--- src/sv/rwu_ram.sv ---
`default_nettype none
// ----------------------------------------------------------------------------
// rwu_ram
// Generic simple dual-port RAM, one write and one registered read per cycle.
// ----------------------------------------------------------------------------
module rwu_ram #(
    parameter int DATA_W = 32,
    parameter int DEPTH  = 64
) (
    input  wire logic                                    aclk,
    input  wire logic                                    we,
    input  wire logic [((DEPTH > 1) ? $clog2(DEPTH) : 1)-1:0] waddr,
    input  wire logic [DATA_W-1:0]                       wdata,
    input  wire logic                                    re,
    input  wire logic [((DEPTH > 1) ? $clog2(DEPTH) : 1)-1:0] raddr,
    output logic      [DATA_W-1:0]                       rdata
);

    logic [DATA_W-1:0] mem [DEPTH];

    // write port
    always_ff @(posedge aclk) begin
        if (we) begin
            mem[waddr] <= wdata;
        end
    end

    // registered read, holds when idle
    always_ff @(posedge aclk) begin
        if (re) begin
            rdata <= mem[raddr];
        end
    end

endmodule
`default_nettype wire

--- config.mk ---
export PLATFORM = sky130hd
export DESIGN_NAME = rwu_ram
export DESIGN_NICKNAME = d
export VERILOG_FILES = /design/src/sv/rwu_ram.sv
export SDC_FILE = /design/constraint.sdc
export NUM_CORES = 2
export LEC_CHECK = 0
export ABC_CLOCK_PERIOD_IN_PS = 3600
export BUFFER_PORTS_ARGS = -buffer_cell sky130_fd_sc_hd__buf_2
export CAP_MARGIN = 20
export CORE_MARGIN = 4
export CORE_UTILIZATION = 50
export DETAILED_ROUTE_END_ITERATION = 6
export GPL_TIMING_DRIVEN = 0
export PLACE_DENSITY = 0.68
export SETUP_SLACK_MARGIN = 0.3
export SKIP_LAST_GASP = 1
export SYNTH_ARGS = -nofsm -noshare
export SYNTH_HDL_FRONTEND = slang
export SYNTH_SLANG_ARGS = --single-unit
--- constraint.sdc ---
create_clock -name aclk -period 3.6 [get_ports aclk]
set_input_delay 0.54 -clock aclk [delete_from_list [all_inputs] [get_ports aclk]]
set_output_delay 0.54 -clock aclk [all_outputs]
set_load 0.02 [all_outputs]
==> run summary <==
The run finished, with violations left. The final reports fail on DRC. The setup TNS came out at 0 ps. The mean cell area of the mapped netlist is 23.7 sq um.

The cell area after layout is 91,500 sq um. The core utilization of the finished layout came out at 0.585. The area growth from synthesis to layout came out at 16.0%. The total number of H-tree levels came out at 4. The net count after synthesis came out at 3,371. The final hold violation count is 0. In this run, CTS created clock tree buffers numbering 202.

The largest individual stage delay along the critical path comes from the cell a21oi_1. For this block, the initial DRC count from the detailed router was 6,748. The placed cell area is 84,500 sq um. The final layout net count came out at 3,781.

Max-cap violations in this run came to 0. The number of setup violations in the final report came out at 0. The share of the clock period used by the worst path after layout is 0.953.

The worst setup path is captured at a flip-flop. The data arrival at the endpoint of the critical path is 4080 ps. The critical path data required time is 4250 ps.

The slew at the pin closest to its max-slew limit came out at 1240 ps. Of the cells placed in the final design, the portion with a size suffix greater than 1 is 0.310. The setup skew after layout is 77.2 ps.

The total power per unit cell area is 548 nW/um^2. The worst hold path belongs to the class input pin to flip-flop. Setup repair after global routing left no endpoint under its margin.

The height of the die is 405 um. The worst setup path is launched from an input pin. The area of the die came out at 164,000 sq um.

The horizontal die dimension is 405 um. Port buffering added 70 buffers. The combinational share of power came out at 0.059. The clock insertion delay at the later pin of the skew report is 870 ps. The initial core utilization is 0.504. The max-slew violation total from the final report was 0. The switching portion of total power came out at 0.222. The initial antenna violation count came out at 19. The count of flip-flops with a built-in enable after synthesis is 2,080. The aggregate global routing overflow is 0. The worst-case IR drop observed on VDD is 0.000470 V. The clock tree root buffer cell is clkbuf_16. The total internal power came out at 39.0 mW. On the worst path, the slowest cell contributes a delay of 830 ps. The setup path with the least slack is of type input pin to flip-flop. The synthesized flop and latch total came out at 2,080. The largest net degree at the start of global routing came out at 65. In the synthesized netlist the async set-or-reset flop fraction comes to 0.

The ratio of routed vias to standard cells is 6.69. The first-pass GRT wire length came out at 318,000 um. The biggest fanout along the worst timing path is 10.

For the finished layout, the period the worst path requires is 3430 ps. For this run, design rule violations remaining after detail routing come to 2. The total via count in the routed design is 40,000. The reported leakage power is 28.5 nW. Walking the worst path, the cells encountered are clkbuf_1 -> buf_2 -> buf_2 -> clkbuf_4 -> buf_2 -> mux2i_1 -> a21oi_1 -> a21oi_1 -> nor2_1. The most numerous cell type found on the critical path is buf_2. In this run the cell area of the synthesized design comes to 78,800 sq um.

The via count of the first global-routing pass came to 39,000. The yosys synthesis warning count is 0. The number of placed I/O pins is 79. The remaining number of nets flagged by the antenna check after routing is 0. The number of distinct library cell variants in the gate-level netlist after synthesis is 33. For this block, the routed nets add up to 233,000 um of wire. The relative contribution of the clock network to total power came out at 0.403. After clock tree synthesis, the clock-pin slew on the worst setup and hold paths is 60 ps.

After detailed routing, the average wire length per cell comes to 39.0 um. The detailed placement HPWL is 152,000 um. The primary flip-flop cell chosen by synthesis mapping is edfxtp_1. TritonCTS built the clock tree. The maximum count of clock buffers along a single path came out at 3. The placer's final routability congestion estimate came out at 0.898. Based on the critical path, the design can be clocked at up to 0.292 GHz.

The sequential element share of the synthesized area came out at 0.792. The first TritonRoute pass finished after 7 iterations. In this run the power spent charging and discharging nets is 11.1 mW. In the global route stage, overall resource usage came out at 0.287. The headroom to the max-slew limit is 0.173. Of the total power, registers draw 0.537. The post-synthesis instance total is 3,324. In this run the core area contains 145 standard-cell rows. The number of clock sinks came out at 2,080. After floorplanning, the core was sized to cover 156,000 sq um.
## sequential cells by signal, indices dropped and copies added (netlist names)
register / count
mem: 2048
rdata: 32
## area by class of cell
type / instances / area, sq um
fillers: 10900 / 64900
flip-flops and latches: 2080 / 62500
multi-input cells: 1062 / 16100
clock buffers: 262 / 5300
repair buffers: 206 / 3080
well taps: 2058 / 2570
clock inverters: 111 / 1010
plain buffers: 182 / 932
diodes: 9 / 22.5
## cell families after synthesis
kind of cell           after synthesis  share of synthesized area
and+or+nand+nor                    223                     0.0126
AOI/OAI and AO/OA                  202                     0.0167
muxes                              637                      0.167
buffers and inverters              182                     0.0112
DFF                               2080                      0.792
## per-stage QoR
step	total power, mW	cells	hold WS [ps]	setup slack (ps)
after global routing	51.4	5961	15.5	309
after floorplan	28.8	3324	639	408
after CTS	50.1	5938	81.6	209
final	50.1	5970	43.0	171
after global placement	30.1	5452	985	-2090
after detailed placement	30.3	5562	971	-1510
## power by group through the flow
stage	registers (mW)	clock network [mW]	logic, mW
6_report	26.9	20.2	2.98
3_3_place_gp	27.4	0	2.68
4_1_cts	26.9	20.4	2.87
5_1_grt	26.9	21.5	3.05
3_5_place_dp	27.4	0	2.84
2_1_floorplan	27.5	0	1.31
## per-layer routing
layer | global-route usage | share of wire | vias up
met3 | 0.0899 | 0.13 | 566
li1 | - | - | 15100
met5 | 0 | 0.00025 | -
met4 | 0.131 | 0.054 | 8
met1 | 0.392 | 0.36 | 21100
met2 | 0.428 | 0.46 | 3132
## final timing paths
kind                     from          end  slack, ps  cells past startpoint
setup / recovery     raddr[2]    rdata[15]        170                      9
hold reg to reg   mem[53][10]    rdata[10]       1120                      5
setup reg to reg  mem[11][15]    rdata[15]        960                      4
hold / removal      wdata[17]  mem[35][17]         40                      1
## worst max-delay path: cells and delay by family
family	cells	cell delay [ps]
compound gates	2	1010
buf+inv	5	2040
mux	1	200
simple gates	1	250
## synth_stat cells, types with 8 or more instances
library cell	n	area share
o221ai_1	27	0.0030
buf_2	57	0.0036
buf_4	25	0.0024
nor2_1	137	0.0065
a311oi_1	8	0.00089
nand2_1	26	0.0012
mux2i_1	93	0.012
nor2b_1	15	0.0012
o22ai_1	84	0.0067
mux4_2	544	0.16
clkbuf_1	74	0.0035
a21oi_1	62	0.0039
edfxtp_1	2080	0.79
buf_1	21	0.0010
a22oi_1	12	0.0011
nand2b_1	8	0.00063
## placed cells by master (no fill, tap or decap), types with 6 or more instances in the layout
master     synthesis  routed
o22ai_2            0       9
a311oi_1           8       8
buf_2             57     126
nor2_1           137      74
buf_1             21      16
clkbuf_1          74     114
nor2_4             0      62
buf_16             0      22
clkbuf_2           0      21
clkbuf_16          0     203
buf_6              5       6
bufinv_16          0       9
buf_4             25      28
clkinv_1           0      46
mux4_2           544     544
a21oi_1           62      57
nor2b_1           15      15
buf_12             0      92
mux2i_1           93      93
a22oi_1           12      12
diode_2            0       9
buf_8              0      14
edfxtp_1        2080    2080
o221ai_1          27      27
clkinv_16          0      10
nand2_1           26      25
nand2b_1           8       8
clkinv_2           0      37
o22ai_1           84      75
## what timing repair did
item                                   CTS  global route
setup buffers                            3             0
gates resized for setup                 26            22
endpoints found under the hold margin    0            11
setup endpoints to repair               21            15
pin swaps                                1             0
hold buffers                             0             4
No activity file was read; power rests on OpenSTA's default activity.
