**config.mk**
```make
export PLATFORM = sky130hd
export DESIGN_NAME = rwu_mul
export DESIGN_NICKNAME = d
export VERILOG_FILES = /design/src/sv/rwu_pkg.sv /design/src/sv/rwu_mul.sv
export SDC_FILE = /design/constraint.sdc
export NUM_CORES = 2
export LEC_CHECK = 0
export ABC_AREA = 1
export BUFFER_PORTS_ARGS = -buffer_cell sky130_fd_sc_hd__buf_2
export CORE_MARGIN = 1.5
export CORE_UTILIZATION = 65
export CTS_BUF_LIST = sky130_fd_sc_hd__clkbuf_2 sky130_fd_sc_hd__clkbuf_4 sky130_fd_sc_hd__clkbuf_8
export DETAILED_ROUTE_END_ITERATION = 8
export GPL_TIMING_DRIVEN = 0
export PLACE_DENSITY = 0.93
export SYNTH_ARGS = -nofsm -noshare
export SYNTH_HDL_FRONTEND = slang
export SYNTH_SLANG_ARGS = --single-unit
```
**constraint.sdc**
```tcl
create_clock -name aclk -period 7.18 [get_ports aclk]
set_input_delay 1.077 -clock aclk [delete_from_list [all_inputs] [get_ports aclk]]
set_output_delay 1.077 -clock aclk [all_outputs]
set_load 0.005 [all_outputs]
```
**src/sv/rwu_pkg.sv**
```systemverilog
`default_nettype none
// ----------------------------------------------------------------------------
// rwu_pkg
// Shared sizes, codes and saturation helpers for the RBM weight update engine.
// ----------------------------------------------------------------------------
package rwu_pkg;

    // matrix geometry
    localparam int ROW_COUNT = 64;
    localparam int COL_COUNT = 64;
    localparam int CELLS     = ROW_COUNT * COL_COUNT;
    localparam int ROW_AW    = (ROW_COUNT > 1) ? $clog2(ROW_COUNT) : 1;
    localparam int COL_AW    = (COL_COUNT > 1) ? $clog2(COL_COUNT) : 1;
    localparam int CELL_AW   = (CELLS > 1) ? $clog2(CELLS) : 1;

    // word widths
    localparam int W_W    = 32;
    localparam int STAT_W = 48;
    localparam int UNIT_W = 16;
    localparam int CNT_W  = 16;
    localparam int STEP_W = 37;
    localparam int SUM_W  = 38;

    // shared multiplier operand widths
    localparam int MUL_AW = 17;
    localparam int MUL_BW = 34;
    localparam int MUL_PW = MUL_AW + MUL_BW;

    // divider sizes
    localparam int DIV_W  = 64;
    localparam int DIV_DW = 16;
    localparam int DIV_CW = $clog2(DIV_W + 1);

    // actions
    localparam logic [2:0] ACT_WRITE = 3'd0;
    localparam logic [2:0] ACT_READ  = 3'd1;
    localparam logic [2:0] ACT_LOAD  = 3'd2;
    localparam logic [2:0] ACT_CD    = 3'd3;
    localparam logic [2:0] ACT_ACC   = 3'd4;
    localparam logic [2:0] ACT_APPLY = 3'd5;

    // status codes
    localparam logic [1:0] ST_OK         = 2'd0;
    localparam logic [1:0] ST_RANGE      = 2'd1;
    localparam logic [1:0] ST_ZERO_COUNT = 2'd2;

    // configuration registers
    localparam int          CFG_IDX_W      = 2;
    localparam logic [1:0]  CFG_LEARN_RATE = 2'd0;
    localparam logic [1:0]  CFG_MOMENTUM   = 2'd1;
    localparam logic [15:0] LR_RESET       = 16'd655;

    // clamp to the signed 32-bit range
    function automatic logic signed [W_W-1:0] sat32(input logic signed [SUM_W-1:0] x);
        logic signed [SUM_W-1:0] hi;
        logic signed [SUM_W-1:0] lo;
        hi = SUM_W'(32'sh7FFF_FFFF);
        lo = -SUM_W'(33'sh0_8000_0000);
        if (x > hi) begin
            return 32'sh7FFF_FFFF;
        end else if (x < lo) begin
            return 32'sh8000_0000;
        end
        return x[W_W-1:0];
    endfunction

    // clamp a statistics sum at all ones
    function automatic logic [STAT_W-1:0] sat48(input logic [STAT_W:0] x);
        if (x[STAT_W]) begin
            return '1;
        end
        return x[STAT_W-1:0];
    endfunction

endpackage
`default_nettype wire

```
**src/sv/rwu_mul.sv**
```systemverilog
`default_nettype none
// ----------------------------------------------------------------------------
// rwu_mul
// Shared signed multiplier with a registered product.
// ----------------------------------------------------------------------------
module rwu_mul (
    input  wire logic                                aclk,
    input  wire logic signed [rwu_pkg::MUL_AW-1:0]   a,
    input  wire logic signed [rwu_pkg::MUL_BW-1:0]   b,
    output logic      signed [rwu_pkg::MUL_PW-1:0]   p
);
    import rwu_pkg::*;

    // product register
    always_ff @(posedge aclk) begin
        p <= MUL_PW'(a) * MUL_PW'(b);
    end

endmodule
`default_nettype wire

```
==> reports/results.txt <==
Status: complete, no violations
Hpwl dp: 57800 um
Area share of the largest cell type after synthesis: 48.4%
Cells after Synth: 3027
Layout cells sized above 1: 5.28%
Yosys Warn Count: 0
Synth Flop Type: dfxtp_1
Post-cts hold buffer count: 0
First-pass GRT wire length: 108000 um
Ports: 103
CP Max Fanout: 10
Synthesized area: 22800 sq um
Met3 Usage GRT: 12.2%
Routed vias: 19769
Hold depth: 3
F_max: 0.140 GHz
Post-synth EDFFs: 0
Row cnt: 68
Global-route met1 utilization: 46.6%
Leading area contributor after synthesis: fa_1
RSZ-0062 raised after global routing: yes
Crit end category: register
Syn nets: 3749
Biggest regs: p: 51 flops
Die ar.: 36200 sq um
GR met2 Demand/Resource: 63.9%
Sink Count: 51
Routed WL: 69100 um
Fillers: 2728
Final Net Count: 3808
Vias in the first global route: 21009
Area Overhead vs Synth: 4.28%
RePlAce Congestion: 1.05
Total of max-cap violations: 0
Chip height: 190 um
Vias per std cell: 5.58
Biggest register: p
Largest net degree at the start of global routing: 17
Drt first pass iters: 7
Fin. Hold Viols: 0
DRC viols: 0
Root buf cell: clkbuf_8
Rel. slew slack: 25.4%
Crit Path Class: input pin to register
Req. time, crit path: 7410 ps
Hold path endpoint: p[0]$_DFF_P_
I/O Buffers: 52
Final setup violation count: 0
Post-synth cell types: 27
Clock Pin Slew Worst Setup and Hold Paths: 100 ps
First DRT Iteration DRCs: 2289
CTS Buf Count: 5
GRT Overall Usage: 40.2%
Hold_sp: b[0]
Top cells by area, synth: fa_1 48%, inv_1 16%, nand2_1 15%
Wire per inst: 19.5 um
Initial Util: 66.0%
CTS tree: built
Fin crit share: 99.2%
Die X: 190 um
Initial antenna violation count: 2
Core area: 34500 sq um
Register area share after synthesis: 4.48%
Slew of the pin with the lowest slew margin: 1120 ps
Ys async rst share: 0%
CP startpoint kind: input pin
Fin. max-slew vios: 0
CTS H-tree depth: 2
Flops & latches, synth: 51
Hold WC Path Type: input pin to register
Critical path data arrival time: 7350 ps
Multi-input logic area: 17700 sq um
Max clock buf depth: 2
Final min period: 7120 ps
Syn Area/Cell: 7.53 sq um
Flip-flop count of the largest register after layout: 51
Final ANT Viol Nets: 0
Worst hold slack: 1230 ps
GR peak layer: met2
Grt total ovfl: 0
Register area: 1020 sq um
[how the worst max path moves through the flow]
stage               startpoint       endpoint  depth (start not counted)
global route              a[4]  p[39]$_DFF_P_                         22
detailed placement        a[3]  p[39]$_DFF_P_                         22
finish                   a[10]  p[39]$_DFF_P_                         20
CTS                       a[6]  p[50]$_DFF_P_                         23
global placement          a[3]  p[39]$_DFF_P_                         22
floorplan                b[33]  p[49]$_DFF_P_                         22
[kinds of logic (layout without fill, tap and decap cells)]
family / Yosys count / count (layout) / synth area share, %
simple gates: 1116 / 1116 / 19.8
buf+inv: 1096 / 1156 / 18.0
fa+ha+maj: 670 / 670 / 54.9
compound gates: 63 / 63 / 1.51
flops: 51 / 51 / 4.48
xor+xnor: 31 / 31 / 1.19
other cells: 0 / 3 / 0
[layout by cell type, fill, tap and decap left out]
master / instances
nor3_1: 4
nand2_2: 20
a21oi_1: 47
clkbuf_4: 1
clkbuf_8: 6
xnor2_1: 9
buf_2: 52
nor2_2: 20
clkbuf_2: 28
o211ai_2: 1
clkinvlp_4: 1
nand2_1: 906
diode_2: 3
inv_2: 9
fa_1: 551
inv_1: 952
nand3b_1: 3
nand3_1: 46
o21bai_2: 2
buf_1: 1
nor2_1: 81
clkbuf_1: 105
o21ai_1: 1
or2_2: 5
dfxtp_1: 51
ha_1: 119
clkinv_4: 1
nand4_1: 14
o21bai_1: 4
o21ai_0: 8
nor2_4: 6
xor2_1: 22
nor3_2: 8
nand3_2: 3
[Yosys cell counts (14+ instances only)]
master      n
a21oi_1    47
clkbuf_1  133
dfxtp_1    51
fa_1      551
ha_1      119
inv_1     952
nand2_1   906
nand2_2    20
nand3_1    46
nand4_1    14
nor2_1     81
nor2_2     20
xor2_1     22
[metal layers]
| metal | part of all wire, % | routed length [um] | up-vias |
|---|---|---|---|
| met5 | 0 | 0 | - |
| met4 | 8.9 | 6180 | 0 |
| met3 | 14 | 9740 | 455 |
| met2 | 45 | 31000 | 1519 |
| met1 | 32 | 22200 | 9374 |
| li1 | - | - | 8421 |
[per-stage QoR]
stage / area (sq um) / instances / utilization [%] / TNS, ps / setup WS (ps)
finish: 23800 / 3545 / 68.8 / 0 / 56.5
global route: 23800 / 3542 / 68.8 / -63.8 / -63.8
CTS: 23700 / 3542 / 68.7 / 0 / 54.3
detailed placement: 23600 / 3534 / 68.4 / -7200 / -360
global placement: 23600 / 3534 / 68.4 / -4430 / -314
floorplan: 22800 / 3027 / - / 0 / 815
[area by class of cell]
class / instances / area share (%)
antenna: 3 / 0.0316
buffer: 135 / 2.29
clock buffer: 6 / 0.347
clock inverter: 2 / 0.0684
inverter: 961 / 15.2
multi-input combinational: 1880 / 74.3
sequential: 51 / 4.30
tap: 455 / 2.39
timing repair buffer: 52 / 1.09
[what timing repair did]
item                                    in CTS  in global routing
buffers inserted                             0                  0
pin swaps                                    0                  0
cloned                                       0                  0
hold endpoints to repair                     0                  0
endpoints found under the setup margin       4                 35
resized for setup                            2                 65
[critical path, stage by stage]
cell	delay, ps
clkbuf_1	600
clkbuf_1	680
nand2_1	160
fa_1	570
inv_1	70
fa_1	480
fa_1	560
fa_1	430
fa_1	500
inv_1	60
fa_1	610
inv_1	80
ha_1	410
nand2_2	120
nor2_2	170
nand2_1	140
nor3_2	220
nand3_1	220
nand4_1	150
nand2_1	50
Power is left out: the tool's default activity adds up to more than one toggle a clock period on the data nets, which glitch-free logic cannot reach.
