## config.mk

```make
export PLATFORM = sky130hd
export DESIGN_NAME = rwu_div
export DESIGN_NICKNAME = d
export VERILOG_FILES = /design/src/sv/rwu_pkg.sv /design/src/sv/rwu_div.sv
export SDC_FILE = /design/constraint.sdc
export NUM_CORES = 1
export LEC_CHECK = 0
export BUFFER_PORTS_ARGS = -buffer_cell sky130_fd_sc_hd__clkbuf_2
export CAP_MARGIN = 40
export CORE_UTILIZATION = 25
export DETAILED_ROUTE_END_ITERATION = 7
export GPL_ROUTABILITY_DRIVEN = 0
export SETUP_SLACK_MARGIN = 0.05
export SLEW_MARGIN = 10
export SYNTH_ARGS = -nofsm -noshare
export SYNTH_HDL_FRONTEND = slang
export SYNTH_SLANG_ARGS = --single-unit
```

## constraint.sdc

```tcl
create_clock -name aclk -period 3.2 [get_ports aclk]
set_input_delay 0 -clock aclk [delete_from_list [all_inputs] [get_ports aclk]]
set_output_delay 0 -clock aclk [all_outputs]
set_load 0.01 [all_outputs]
```

## src/sv/rwu_pkg.sv

```systemverilog
`default_nettype none
// ----------------------------------------------------------------------------
// rwu_pkg
// Shared sizes, codes and saturation helpers for the RBM weight update engine.
// ----------------------------------------------------------------------------
package rwu_pkg;

    // matrix geometry
    localparam int ROW_COUNT = 64;
    localparam int COL_COUNT = 64;
    localparam int CELLS     = ROW_COUNT * COL_COUNT;
    localparam int ROW_AW    = (ROW_COUNT > 1) ? $clog2(ROW_COUNT) : 1;
    localparam int COL_AW    = (COL_COUNT > 1) ? $clog2(COL_COUNT) : 1;
    localparam int CELL_AW   = (CELLS > 1) ? $clog2(CELLS) : 1;

    // word widths
    localparam int W_W    = 32;
    localparam int STAT_W = 48;
    localparam int UNIT_W = 16;
    localparam int CNT_W  = 16;
    localparam int STEP_W = 37;
    localparam int SUM_W  = 38;

    // shared multiplier operand widths
    localparam int MUL_AW = 17;
    localparam int MUL_BW = 34;
    localparam int MUL_PW = MUL_AW + MUL_BW;

    // divider sizes
    localparam int DIV_W  = 64;
    localparam int DIV_DW = 16;
    localparam int DIV_CW = $clog2(DIV_W + 1);

    // actions
    localparam logic [2:0] ACT_WRITE = 3'd0;
    localparam logic [2:0] ACT_READ  = 3'd1;
    localparam logic [2:0] ACT_LOAD  = 3'd2;
    localparam logic [2:0] ACT_CD    = 3'd3;
    localparam logic [2:0] ACT_ACC   = 3'd4;
    localparam logic [2:0] ACT_APPLY = 3'd5;

    // status codes
    localparam logic [1:0] ST_OK         = 2'd0;
    localparam logic [1:0] ST_RANGE      = 2'd1;
    localparam logic [1:0] ST_ZERO_COUNT = 2'd2;

    // configuration registers
    localparam int          CFG_IDX_W      = 2;
    localparam logic [1:0]  CFG_LEARN_RATE = 2'd0;
    localparam logic [1:0]  CFG_MOMENTUM   = 2'd1;
    localparam logic [15:0] LR_RESET       = 16'd655;

    // clamp to the signed 32-bit range
    function automatic logic signed [W_W-1:0] sat32(input logic signed [SUM_W-1:0] x);
        logic signed [SUM_W-1:0] hi;
        logic signed [SUM_W-1:0] lo;
        hi = SUM_W'(32'sh7FFF_FFFF);
        lo = -SUM_W'(33'sh0_8000_0000);
        if (x > hi) begin
            return 32'sh7FFF_FFFF;
        end else if (x < lo) begin
            return 32'sh8000_0000;
        end
        return x[W_W-1:0];
    endfunction

    // clamp a statistics sum at all ones
    function automatic logic [STAT_W-1:0] sat48(input logic [STAT_W:0] x);
        if (x[STAT_W]) begin
            return '1;
        end
        return x[STAT_W-1:0];
    endfunction

endpackage
`default_nettype wire

```

## src/sv/rwu_div.sv

```systemverilog
`default_nettype none
// ----------------------------------------------------------------------------
// rwu_div
// Iterative restoring divider, one quotient bit per cycle, unsigned.
// ----------------------------------------------------------------------------
module rwu_div (
    input  wire logic                          aclk,
    input  wire logic                          aresetn,
    input  wire logic                          start,
    input  wire logic [rwu_pkg::DIV_W-1:0]     dividend,
    input  wire logic [rwu_pkg::DIV_DW-1:0]    divisor,
    output logic                               done,
    output logic      [rwu_pkg::DIV_W-1:0]     quotient
);
    import rwu_pkg::*;

    logic [DIV_W-1:0]  quo_reg;
    logic [DIV_DW-1:0] rem_reg;
    logic [DIV_DW-1:0] dsr_reg;
    logic [DIV_CW-1:0] cnt_reg;
    logic              busy_reg;
    logic              done_reg;
    logic [DIV_DW:0]   trial;
    logic              ge;

    // trial subtraction
    assign trial = {rem_reg, quo_reg[DIV_W-1]};
    assign ge    = trial >= {1'b0, dsr_reg};

    // control
    always_ff @(posedge aclk) begin
        if (!aresetn) begin
            busy_reg <= 1'b0;
            done_reg <= 1'b0;
            cnt_reg  <= '0;
        end else begin
            done_reg <= 1'b0;
            if (start) begin
                busy_reg <= 1'b1;
                cnt_reg  <= DIV_CW'(DIV_W);
            end else if (busy_reg) begin
                cnt_reg <= cnt_reg - 1'b1;
                if (cnt_reg == DIV_CW'(1)) begin
                    busy_reg <= 1'b0;
                    done_reg <= 1'b1;
                end
            end
        end
    end

    // datapath
    always_ff @(posedge aclk) begin
        if (start) begin
            quo_reg <= dividend;
            rem_reg <= '0;
            dsr_reg <= divisor;
        end else if (busy_reg) begin
            quo_reg <= {quo_reg[DIV_W-2:0], ge};
            rem_reg <= ge ? DIV_DW'(trial - {1'b0, dsr_reg}) : trial[DIV_DW-1:0];
        end
    end

    assign done     = done_reg;
    assign quotient = quo_reg;

endmodule
`default_nettype wire

```

==> impl_metrics.py, run 1 <==
metrics = {
    "cells_and_area": {
        "n_fill_cell": 1990,
        "leading_cell_types_in_the_layout_fill_and_taps_excluded": "146 x clkbuf_2, 80 x edfxtp_1, 80 x dlygate4sd3_1",
        "drive_gt1_share_pct": 38.0,
        "mostFrequentLayoutCell": "clkbuf_2",
        "synthToLayoutAreaGrowth_pct": 42.6,
        "antennaDiodeCount": 0,
        "largest_reg_flops": 64,
        "design.final.nets": 736,
    },
    "detailed_routing": {
        "postRouteAntennaNets": 0,
        "drt_wl_total_um": 12600,
        "routed_wire_length_per_instance_um": 13.9,
        "dr.pass1.iters": 4,
        "drt_first_iter_violations": 141,
        "post_drt_via_cell_ratio": 4.30,
        "residual_drc_count": 0,
        "vias": 3911,
    },
    "setup_path": {
        "buf_inv_stages_crit_path": 2,
        "worst_setup_path_start_kind": "flip-flop",
        "crit_slowest_cell": "a2111oi_4",
        "critPathMaxFanout": 7,
        "worst_path_dominant_cell_family": "compound AO/OA/AOI/OAI gates",
        "cp.arrival_ns": 2.87,
        "critPathCaptureType": "flip-flop",
        "setup.worst_path.class": "reg2reg",
        "worst_ep_required_time_ns": 3.48,
        "slowest_delay_ns": 0.54,
        "sequence_of_cells_on_the_critical_path": "inv_1 > ha_1 > nor2b_1 > o2111ai_1 > nand2_1 > a2111oi_4 > nor2_4 > buf_4 > mux2_2 > o21ai_1",
    },
    "cts": {
        "path_clk_slew_ns": 0.08,
        "worstSkewPairLatency_ns": 0.36,
        "ctsLongestPathBuffers": 2,
        "tritoncts.num_buffers": 9,
        "tritoncts": "done",
        "cts_htree_levels": 3,
        "cts.sinks": 105,
        "clk_root_buffer_cell": "clkbuf_16",
    },
    "power_and_ir_drop": {
        "power.static_leakage_nw": 3.03,
        "peakVddDrop_v": 0.000296,
        "power_density_nw_per_um2": 477,
    },
    "floorplan": {
        "io_pins": 148,
        "floorplan.initialDensity_pct": 25.5,
        "core_region_area_um2": 20200,
        "fp-row-count": 52,
        "overall_die_height_um": 145,
        "die-area_um2": 21100,
        "die_width_um": 145,
    },
    "synthesis": {
        "ys_seq_elements": 105,
        "postSynthNetCount": 505,
        "synth_cells": 403,
        "yosysWarningCount": 0,
        "postSynth.asyncResetShare_pct": 0,
        "synth_enable_flop_cells": 80,
        "synth_seq_area_share_pct": 56.5,
        "synthesis.area_um2": 5130,
        "count_of_different_cell_masters_after_synthesis": 49,
        "postSynthAreaPerCell_um2": 12.7,
        "synth_top_flop_cell": "edfxtp_1",
    },
    "global_routing": {
        "met2_usage_pct": 21.3,
        "met3_usage_pct": 4.53,
        "track_usage_pct": 12.5,
        "antenna_violations_before_repair": 0,
        "m1_gr_usage_pct": 14.7,
        "grt_pass1_wl_um": 20800,
        "largest_net_degree_at_the_start_of_global_routing": 69,
        "grt_busiest_layer": "met2",
        "grt_pass1_vias": 4167,
        "globalRoute.totalOverflow": 0,
    },
    "timing": {
        "normalized_max_slew_margin_pct": 43.9,
        "count_of_endpoints_failing_hold_in_the_final_timing_report": 0,
        "grt_setup_unrepaired": "no",
        "timing.final.crit_share_pct": 80.7,
        "timing_worst_slew_pin_value_ns": 0.842,
        "setup_viol": 0,
        "clock-skew-final_ns": 0.0143,
        "timing.final.crit_period_ns": 2.58,
        "fin_setup_tns_ns": 0,
        "finalWorstSetupSlack_ns": 0.616,
        "max_slew_violation_count": 0,
        "fmaxAchievable_mhz": 387,
    },
    "placement": {
        "place_worst_setup_slack_ns": 0.622,
        "numPortBuffers": 147,
        "dp_hpwl_um": 8500,
    },
    "run": {
        "cap_viol_max_count": 0,
    },
    "run_status": {
        "outcome": "completed",
    },
    "min_path": {
        "worst_hold_path_type": "in2reg",
    },
}
[per-stage QoR]
step / hold WS [ns] / cell area (um2) / utilization (%) / cells / total power [mW]
after detailed placement: 0.179 / 6230 / 30.9 / 813 / 2.32
after floorplan: 0.0989 / 5130 / - / 403 / 2.08
after global routing: 0.0676 / 7320 / 36.3 / 909 / 3.67
after CTS: 0.0698 / 7320 / 36.3 / 909 / 3.54
after global placement: 0.179 / 6210 / 30.8 / 812 / 2.31
final: 0.0710 / 7320 / 36.3 / 909 / 3.49
[path summary, 6_finish.rpt]
path | startpoint | endpoint | slack [ns] | cells after the start
worst max-delay path | dsr_reg[1] | rem_reg[1] | 0.62 | 10
worst min-delay path | dividend[0] | quotient[0] | 0.07 | 3
worst max register to register | dsr_reg[1] | rem_reg[1] | 0.62 | 10
worst min register to register | rem_reg[1] | rem_reg[1] | 0.48 | 2
[cells by family after synthesis]
| group | Yosys count | synth area share, % |
|---|---|---|
| AND/OR/NAND/NOR | 82 | 7.07 |
| XOR/XNOR | 17 | 2.90 |
| multiplexers | 73 | 15.8 |
| adder cells (fa/ha/maj) | 19 | 4.78 |
| AO/OA/AOI/OAI | 68 | 9.90 |
| flip-flops | 105 | 56.5 |
| buffers and inverters | 39 | 3.02 |
[final cells by class]
| cell class | instances | area, um2 | share of cell area (%) |
|---|---|---|---|
| clock buffers | 10 | 229 | 3.13 |
| clock inverters | 6 | 65.1 | 0.889 |
| inverters | 25 | 93.8 | 1.28 |
| multi-input cells | 259 | 2080 | 28.4 |
| flip-flops and latches | 105 | 2900 | 39.7 |
| well taps | 270 | 338 | 4.61 |
| repair buffers | 234 | 1620 | 22.1 |
[timing repair]
item / in CTS / in global routing
gates resized for setup: 0 / 0
hold buffers: 80 / 0
endpoints found under the hold margin: 81 / 0
buffers inserted: 0 / 0
[routing by layer]
metal | part of all wire [%] | wire length [um]
met5 | 0 | 0
met4 | 1.6 | 199
met3 | 6.0 | 758
met2 | 48 | 6080
met1 | 44 | 5600
[where the power goes]
| group | leakage, nW | internal, mW | total (mW) | switching [mW] |
|---|---|---|---|---|
| Combinational | 1.88 | 0.346 | 0.681 | 0.334 |
| Clock | 0.145 | 0.556 | 1.13 | 0.570 |
| Sequential | 1.01 | 1.61 | 1.68 | 0.0695 |
| Total | 3.03 | 2.52 | 3.49 | 0.974 |
[Yosys cell counts (all sizes together), types with 2 or more instances]
library cell	count	area share, %
mux2	64	14
nand3	6	0.58
nand4	2	0.24
nand2b	3	0.37
xnor2	11	1.9
a311oi	2	0.46
ha	18	4.4
dfxtp	25	9.7
nor3	3	0.29
nor2	34	2.6
a21boi	2	0.29
or3	2	0.27
buf	4	0.46
o31ai	4	0.78
mux2i	9	1.8
clkbuf	10	0.73
a21o	5	0.73
a211oi	9	1.6
o21ai	17	1.7
edfxtp	80	47
o21a	3	0.44
nor2b	3	0.37
inv	25	1.8
xor2	6	1.0
a31o	2	0.34
o211ai	2	0.29
nand2	26	1.9
a21oi	13	1.3
a2111oi	2	0.71
[tightest hold or removal path: stages]
cell	delay [ns]
clkbuf_2	0.08
nand2_1	0.08
o31ai_1	0.14
No activity file was read; power rests on OpenSTA's default activity.
==> run 2, diff against run 1 <==
==> constraint.sdc (replaced) <==
create_clock -name aclk -period 2.3 [get_ports aclk]
set_input_delay 0 -clock aclk [delete_from_list [all_inputs] [get_ports aclk]]
set_output_delay 0 -clock aclk [all_outputs]
set_load 0.01 [all_outputs]
==> impl_metrics.py, run 2 (same netlist as run 1, synthesis figures left out) <==
metrics = {
    "setup_path": {
        "worst_r2r_path_depth": 10,
        "cp.arrival_ns": 2.63,
        "startpoint_of_the_worst_slack_reg_to_reg_timing_path": "dsr_reg[14]",
        "critPathMaxFanout": 8,
        "worst_ep_required_time_ns": 2.56,
        "setup.worst_path.class": "reg2reg",
        "critPathCaptureType": "flip-flop",
        "setup.reg_to_reg.worst_slack_ns": -0.07,
        "r2r-end": "rem_reg[7]",
        "worst_setup_path_start_kind": "flip-flop",
    },
    "global_routing": {
        "grt_pass1_wl_um": 21300,
        "grt_pass1_vias": 4213,
        "met2_usage_pct": 21.5,
        "track_usage_pct": 12.8,
        "largest_net_degree_at_the_start_of_global_routing": 73,
        "m1_gr_usage_pct": 15.5,
        "antenna_violations_before_repair": 0,
        "grt_busiest_layer": "met2",
        "met3_usage_pct": 4.50,
        "globalRoute.totalOverflow": 0,
    },
    "cts": {
        "path_clk_slew_ns": 0.08,
        "tritoncts": "done",
        "ctsLongestPathBuffers": 2,
        "tritoncts.num_buffers": 9,
        "cts.sinks": 105,
        "clk_root_buffer_cell": "clkbuf_16",
        "worstSkewPairLatency_ns": 0.36,
        "cts_htree_levels": 3,
    },
    "timing": {
        "fmaxAchievable_mhz": 422,
        "max_slew_violation_count": 0,
        "grt_setup_unrepaired": "yes",
        "timing.final.crit_share_pct": 103,
        "setup_viol": 9,
        "timing.final.crit_period_ns": 2.37,
        "normalized_max_slew_margin_pct": 69.1,
        "finalWorstSetupSlack_ns": -0.0672,
        "count_of_endpoints_failing_hold_in_the_final_timing_report": 0,
        "timing_worst_slew_pin_value_ns": 0.464,
        "clock-skew-final_ns": 0.0154,
    },
    "floorplan": {
        "overall_die_height_um": 145,
        "core_region_area_um2": 20200,
        "die-area_um2": 21100,
        "floorplan.initialDensity_pct": 25.5,
        "io_pins": 148,
        "fp-row-count": 52,
        "die_width_um": 145,
    },
    "cells_and_area": {
        "synthToLayoutAreaGrowth_pct": 49.3,
        "regArea_um2": 2900,
        "largest_reg_flops": 64,
        "mostFrequentLayoutCell": "clkbuf_2",
        "antennaDiodeCount": 0,
        "leading_cell_types_in_the_layout_fill_and_taps_excluded": "146 x clkbuf_2, 81 x dlygate4sd3_1, 80 x edfxtp_1",
        "total_area_of_multi_input_combinational_cells_um2": 2210,
        "design.final.nets": 763,
        "drive_gt1_share_pct": 42.8,
        "n_fill_cell": 1976,
    },
    "min_path": {
        "worst_hold_path_type": "in2reg",
        "number_of_instances_on_the_worst_hold_path": 5,
        "worst_case_hold_path_end_point": "rem_reg[1]",
        "worst_hold_startpoint": "start",
    },
    "detailed_routing": {
        "dr.pass1.iters": 4,
        "vias": 4040,
        "drt_wl_total_um": 13200,
        "residual_drc_count": 0,
        "routed_wire_length_per_instance_um": 14.1,
        "drt_first_iter_violations": 122,
        "post_drt_via_cell_ratio": 4.32,
        "postRouteAntennaNets": 0,
    },
    "placement": {
        "place_worst_setup_slack_ns": -0.121,
        "numPortBuffers": 147,
        "dp_hpwl_um": 8870,
    },
    "power_and_ir_drop": {
        "power.share.switching_pct": 28.4,
        "internal-power_mw": 3.57,
        "p_sw_mw": 1.41,
        "power_density_nw_per_um2": 650,
        "clock_power_share_pct": 31.5,
        "total_power_mw": 4.98,
        "p_comb_share_pct": 21.3,
        "power.static_leakage_nw": 3.16,
        "power.sequential.fraction_pct": 47.2,
        "peakVddDrop_v": 0.000424,
    },
    "run_status": {
        "violations": "setup timing",
        "outcome": "complete, but fails checks",
    },
    "run": {
        "cap_viol_max_count": 0,
    },
}
[run 2: changes by cell type in the layout (fill, tap and decap cells not counted), moves of 2 or more]
cell	before	now
o21ai_1	1	4
buf_4	6	32
a21oi_1	13	11
o21ai_0	16	13
a21oi_2	0	2
nor2_1	33	31
ha_4	0	3
ha_1	18	15
inv_8	2	0
[run 2: worst max-delay path by stage]
stage,end,from,slack (ns),cells past startpoint
4_1_cts,rem_reg[7],dsr_reg[14],-0.11,10
5_1_grt,rem_reg[7],dsr_reg[14],-0.19,10
3_3_place_gp,rem_reg[15],dsr_reg[1],-0.06,10
6_report,rem_reg[7],dsr_reg[14],-0.07,10
2_1_floorplan,rem_reg[13],dsr_reg[14],0.04,10
3_5_place_dp,rem_reg[3],dsr_reg[14],-0.12,10
[run 2: layer usage]
layer	wire, um	part of all wire, %
met3	793	6.0
met5	0	0
met4	207	1.6
met1	5960	45
met2	6240	47
[run 2: stage by stage]
step / instances / hold WS (ns) / instance area [um2] / TNS (ns) / utilization [%]
2_1_floorplan: 403 / 0.0989 / 5180 / 0 / -
3_3_place_gp: 836 / 0.179 / 6450 / -0.317 / 32.0
6_report: 936 / 0.140 / 7660 / -0.412 / 38.0
5_1_grt: 936 / 0.163 / 7660 / -1.99 / 38.0
4_1_cts: 933 / 0.129 / 7590 / -0.702 / 37.6
3_5_place_dp: 836 / 0.179 / 6450 / -0.953 / 32.0
[run 2: repair_timing]
action                     CTS  global route
setup buffers                0             3
gates resized for setup      8            10
hold endpoints to repair    82             0
pin swaps                    2             3
setup endpoints to repair   17            17
hold buffers                81             0
[run 2: worst max-delay path, stage by stage (launching register included)]
cell,delay (ns)
edfxtp_1,0.38
inv_2,0.08
ha_4,0.19
a21o_1,0.18
a211oi_4,0.26
o41ai_2,0.14
a2111oi_4,0.41
nor2_4,0.11
buf_12,0.17
mux2i_1,0.11
a211oi_1,0.24
[run 2: power groups by stage]
stage	clock network (mW)	registers (mW)	logic, mW
2_1_floorplan	0	2.43	0.486
3_3_place_gp	0	2.39	0.906
3_5_place_dp	0	2.39	0.911
4_1_cts	1.63	2.35	1.04
5_1_grt	1.69	2.37	1.16
6_report	1.57	2.35	1.06
[run 2: layout make-up]
class                           instances  share of cell area (%)
Multi-Input combinational cell        259                    28.8
Sequential cell                       105                    37.9
Timing Repair Buffer                  261                    23.8
Clock inverter                          7                   0.931
Tap cell                              270                    4.41
Clock buffer                            9                    2.94
Inverter                               25                    1.27
==> run 3, diff against run 2 <==
--- a/config.mk
+++ b/config.mk
@@ -5,10 +5,11 @@
 export SDC_FILE = /design/constraint.sdc
 export NUM_CORES = 1
 export LEC_CHECK = 0
-export BUFFER_PORTS_ARGS = -buffer_cell sky130_fd_sc_hd__clkbuf_2
 export CAP_MARGIN = 40
+export CORE_ASPECT_RATIO = 0.7
 export CORE_UTILIZATION = 25
 export DETAILED_ROUTE_END_ITERATION = 7
+export DONT_BUFFER_PORTS = 1
 export GPL_ROUTABILITY_DRIVEN = 0
 export SETUP_SLACK_MARGIN = 0.05
 export SLEW_MARGIN = 10
==> impl_metrics.py, run 3 <==
metrics = {
    "synthesis": {
        "count_of_different_cell_masters_after_synthesis": 49,
        "synthesis.area_um2": 5130,
        "post-synth-top-count-cell": "edfxtp_1",
        "yosys.area.top_type": "edfxtp_1",
        "postSynth.asyncResetShare_pct": 0,
        "synthTopCellsByArea": "edfxtp_1 47%, mux2_2 14%, dfxtp_1 9.7%",
        "postSynthNetCount": 505,
        "synth.top_cell.area_share_pct": 46.8,
        "ys_seq_elements": 105,
        "ys_top_cells_by_count": "80 x edfxtp_1, 64 x mux2_2, 33 x nor2_1",
        "synth_top_flop_cell": "edfxtp_1",
        "yosysWarningCount": 0,
        "postSynthAreaPerCell_um2": 12.7,
        "synth_seq_area_share_pct": 56.5,
        "synth_enable_flop_cells": 80,
        "synth_cells": 403,
    },
    "cts": {
        "cts_htree_levels": 3,
        "cts_setup_buffers": 2,
        "cts_repair_resize_count": 7,
        "ctsLongestPathBuffers": 2,
        "ctsHoldBuffers": 145,
        "cts.sinks": 105,
        "tritoncts.num_buffers": 9,
        "clk_root_buffer_cell": "clkbuf_16",
    },
    "floorplan": {
        "die_width_um": 173,
        "io_pins": 148,
        "floorplan.initialDensity_pct": 25.7,
        "overall_die_height_um": 122,
        "fp-row-count": 43,
    },
    "placement": {
        "numPortBuffers": 0,
        "dp_hpwl_um": 7840,
    },
    "run_status": {
        "flow.stopped_at": "clock tree synthesis (4_1_cts)",
        "error_line": "[ERROR RSZ-0060] Max buffer count reached.",
        "outcome": "stopped before the end",
    },
}
## run 3: cells by family after synthesis
family | Yosys count | synth area share [%]
compound gates | 68 | 9.90
xor+xnor | 17 | 2.90
fa+ha+maj | 19 | 4.78
buf+inv | 39 | 3.02
flops | 105 | 56.5
mux | 73 | 15.8
simple gates | 82 | 7.07
## run 3: per-stage QoR
step           instances  hold WS (ns)  worst slack (ns)  utilization (%)  cell area, um2
3_5_place_dp         700        0.0853            -0.225             28.9            5770
3_3_place_gp         700        0.0857            -0.164             28.9            5770
2_1_floorplan        403        0.0989            0.0395                -            5180
==> run 4, diff against run 3 <==
--- a/config.mk
+++ b/config.mk
@@ -6,12 +6,11 @@
 export NUM_CORES = 1
 export LEC_CHECK = 0
 export CAP_MARGIN = 40
-export CORE_ASPECT_RATIO = 0.7
-export CORE_UTILIZATION = 25
+export CORE_UTILIZATION = 20
 export DETAILED_ROUTE_END_ITERATION = 7
 export DONT_BUFFER_PORTS = 1
 export GPL_ROUTABILITY_DRIVEN = 0
-export SETUP_SLACK_MARGIN = 0.05
+export PLACE_DENSITY_LB_ADDON = 0.15
 export SLEW_MARGIN = 10
 export SYNTH_ARGS = -nofsm -noshare
 export SYNTH_HDL_FRONTEND = slang
==> constraint.sdc (replaced) <==
create_clock -name aclk -period 3 [get_ports aclk]
set_input_delay 0 -clock aclk [delete_from_list [all_inputs] [get_ports aclk]]
set_output_delay 0 -clock aclk [all_outputs]
set_load 0.01 [all_outputs]
==> impl_metrics.py, run 4 (same netlist as run 1, synthesis figures left out) <==
metrics = {
    "setup_path": {
        "r2r-end": "rem_reg[1]",
        "setup.reg_to_reg.worst_slack_ns": 0.28,
        "cp.arrival_ns": 3.00,
        "worstSetupStartpoint": "dsr_reg[8]",
        "worst_r2r_path_depth": 8,
        "worst_setup_path_endpoint": "rem_reg[1]",
        "worst_setup_path_start_kind": "flip-flop",
        "worst_ep_required_time_ns": 3.29,
        "critPathMaxFanout": 19,
        "startpoint_of_the_worst_slack_reg_to_reg_timing_path": "dsr_reg[8]",
        "critPathCaptureType": "flip-flop",
        "setup.worst_path.class": "reg2reg",
    },
    "cells_and_area": {
        "mostFrequentLayoutCell": "dlygate4sd3_1",
        "largest_reg_flops": 64,
        "leading_cell_types_in_the_layout_fill_and_taps_excluded": "82 x dlygate4sd3_1, 80 x edfxtp_1, 64 x mux2_2",
        "synthToLayoutAreaGrowth_pct": 29.7,
        "drive_gt1_share_pct": 18.9,
        "utilization_of_the_core_after_routing_pct": 26.4,
        "finish.instance_area_um2": 6660,
        "total_area_of_multi_input_combinational_cells_um2": 2080,
        "n_fill_cell": 2601,
        "design.final.nets": 588,
        "regArea_um2": 2900,
    },
    "run": {
        "cap_viol_max_count": 0,
    },
    "global_routing": {
        "globalRoute.totalOverflow": 0,
        "grt_pass1_wl_um": 20300,
        "antenna_violations_before_repair": 2,
        "grt_pass1_vias": 3713,
        "largest_net_degree_at_the_start_of_global_routing": 96,
        "track_usage_pct": 10.1,
    },
    "cts": {
        "ctsLongestPathBuffers": 2,
        "cts.sinks": 105,
        "cts_htree_levels": 3,
        "clk_root_buffer_cell": "clkbuf_16",
        "path_clk_slew_ns": 0.07,
        "tritoncts": "done",
        "tritoncts.num_buffers": 9,
        "worstSkewPairLatency_ns": 0.36,
        "cts_repair_resize_count": 0,
    },
    "timing": {
        "setup_viol": 0,
        "count_of_endpoints_failing_hold_in_the_final_timing_report": 0,
        "clock-skew-final_ns": 0.0123,
        "fmaxAchievable_mhz": 368,
        "finalWorstSetupSlack_ns": 0.282,
        "timing_worst_slew_pin_value_ns": 0.859,
        "fin_setup_tns_ns": 0,
        "normalized_max_slew_margin_pct": 42.8,
        "max_slew_violation_count": 0,
        "timing.final.crit_period_ns": 2.72,
        "timing.final.crit_share_pct": 90.6,
        "grt_setup_unrepaired": "no",
    },
    "floorplan": {
        "floorplan.initialDensity_pct": 20.4,
        "fp-row-count": 58,
        "die_width_um": 162,
        "io_pins": 148,
        "die-area_um2": 26300,
        "overall_die_height_um": 162,
        "core_region_area_um2": 25200,
    },
    "detailed_routing": {
        "residual_drc_count": 0,
        "drt_first_iter_violations": 140,
        "postRouteAntennaNets": 0,
        "drt_wl_total_um": 12800,
        "post_drt_via_cell_ratio": 4.14,
        "dr.pass1.iters": 4,
        "routed_wire_length_per_instance_um": 15.5,
        "vias": 3409,
    },
    "min_path": {
        "worst_hold_path_type": "in2reg",
    },
    "placement": {
        "dp_hpwl_um": 8350,
        "place_worst_setup_slack_ns": 0.274,
        "numPortBuffers": 0,
        "place_area_um2": 5510,
    },
    "power_and_ir_drop": {
        "peakVddDrop_v": 0.000221,
        "total_power_mw": 3.61,
        "power_density_nw_per_um2": 542,
        "power.static_leakage_nw": 2.40,
    },
    "run_status": {
        "outcome": "completed",
    },
}
-- run 4: how the worst min path moves through the flow --
stage	cells after the start	to	from	slack (ns)
final	2	rem_reg[1]	start	0.01
after global routing	4	rem_reg[1]	start	0.02
after CTS	4	rem_reg[1]	start	0.008
after detailed placement	1	rem_reg[5]	start	0.09
after global placement	1	rem_reg[3]	start	0.09
after floorplan	0	dsr_reg[0]	divisor[0]	0.1
-- run 4: area by class of cell --
type	instances	share of cell area [%]
clock inverter	7	1.11
clock buffer	9	3.38
antenna	2	0.0751
tap	330	6.20
sequential	105	43.6
timing repair buffer	86	13.1
inverter	25	1.41
multi-input combinational	259	31.2
-- run 4: per-layer routing --
layer | wire, um | vias up | global-route usage (%)
li1 | - | 1652 | -
met1 | 5700 | 1620 | 12.4
met2 | 5820 | 125 | 16.0
met3 | 1090 | 12 | 4.65
met4 | 138 | 0 | 2.70
met5 | 0 | - | 0
-- run 4: report_power, final --
part / total, mW / switching [mW] / internal, mW
clock network: 1.21 / 0.622 / 0.588
registers: 1.87 / 0.140 / 1.73
logic: 0.534 / 0.260 / 0.274
total: 3.61 / 1.02 / 2.59
-- run 4: timing repair --
action	CTS	global route
endpoints found under the hold margin	117	0
hold buffers	83	0
buffers inserted	0	0
-- run 4: per-stage QoR --
| stage | hold slack (ns) | instances |
|---|---|---|
| floorplan | 0.0989 | 403 |
| global placement | 0.0903 | 722 |
| detailed placement | 0.0936 | 722 |
| CTS | 0.00787 | 821 |
| global route | 0.0226 | 822 |
| finish | 0.00982 | 823 |
-- run 4: critical path, cell delays in order, from the launching register on --
cell and delay (ns):
edfxtp_1 0.34, inv_1 0.04, ha_1 0.37, nand4_1 0.22, o41ai_2 0.48, a2111oi_4 0.12, nor2_4 0.56, mux2_2 0.40
o21ai_1 0.10
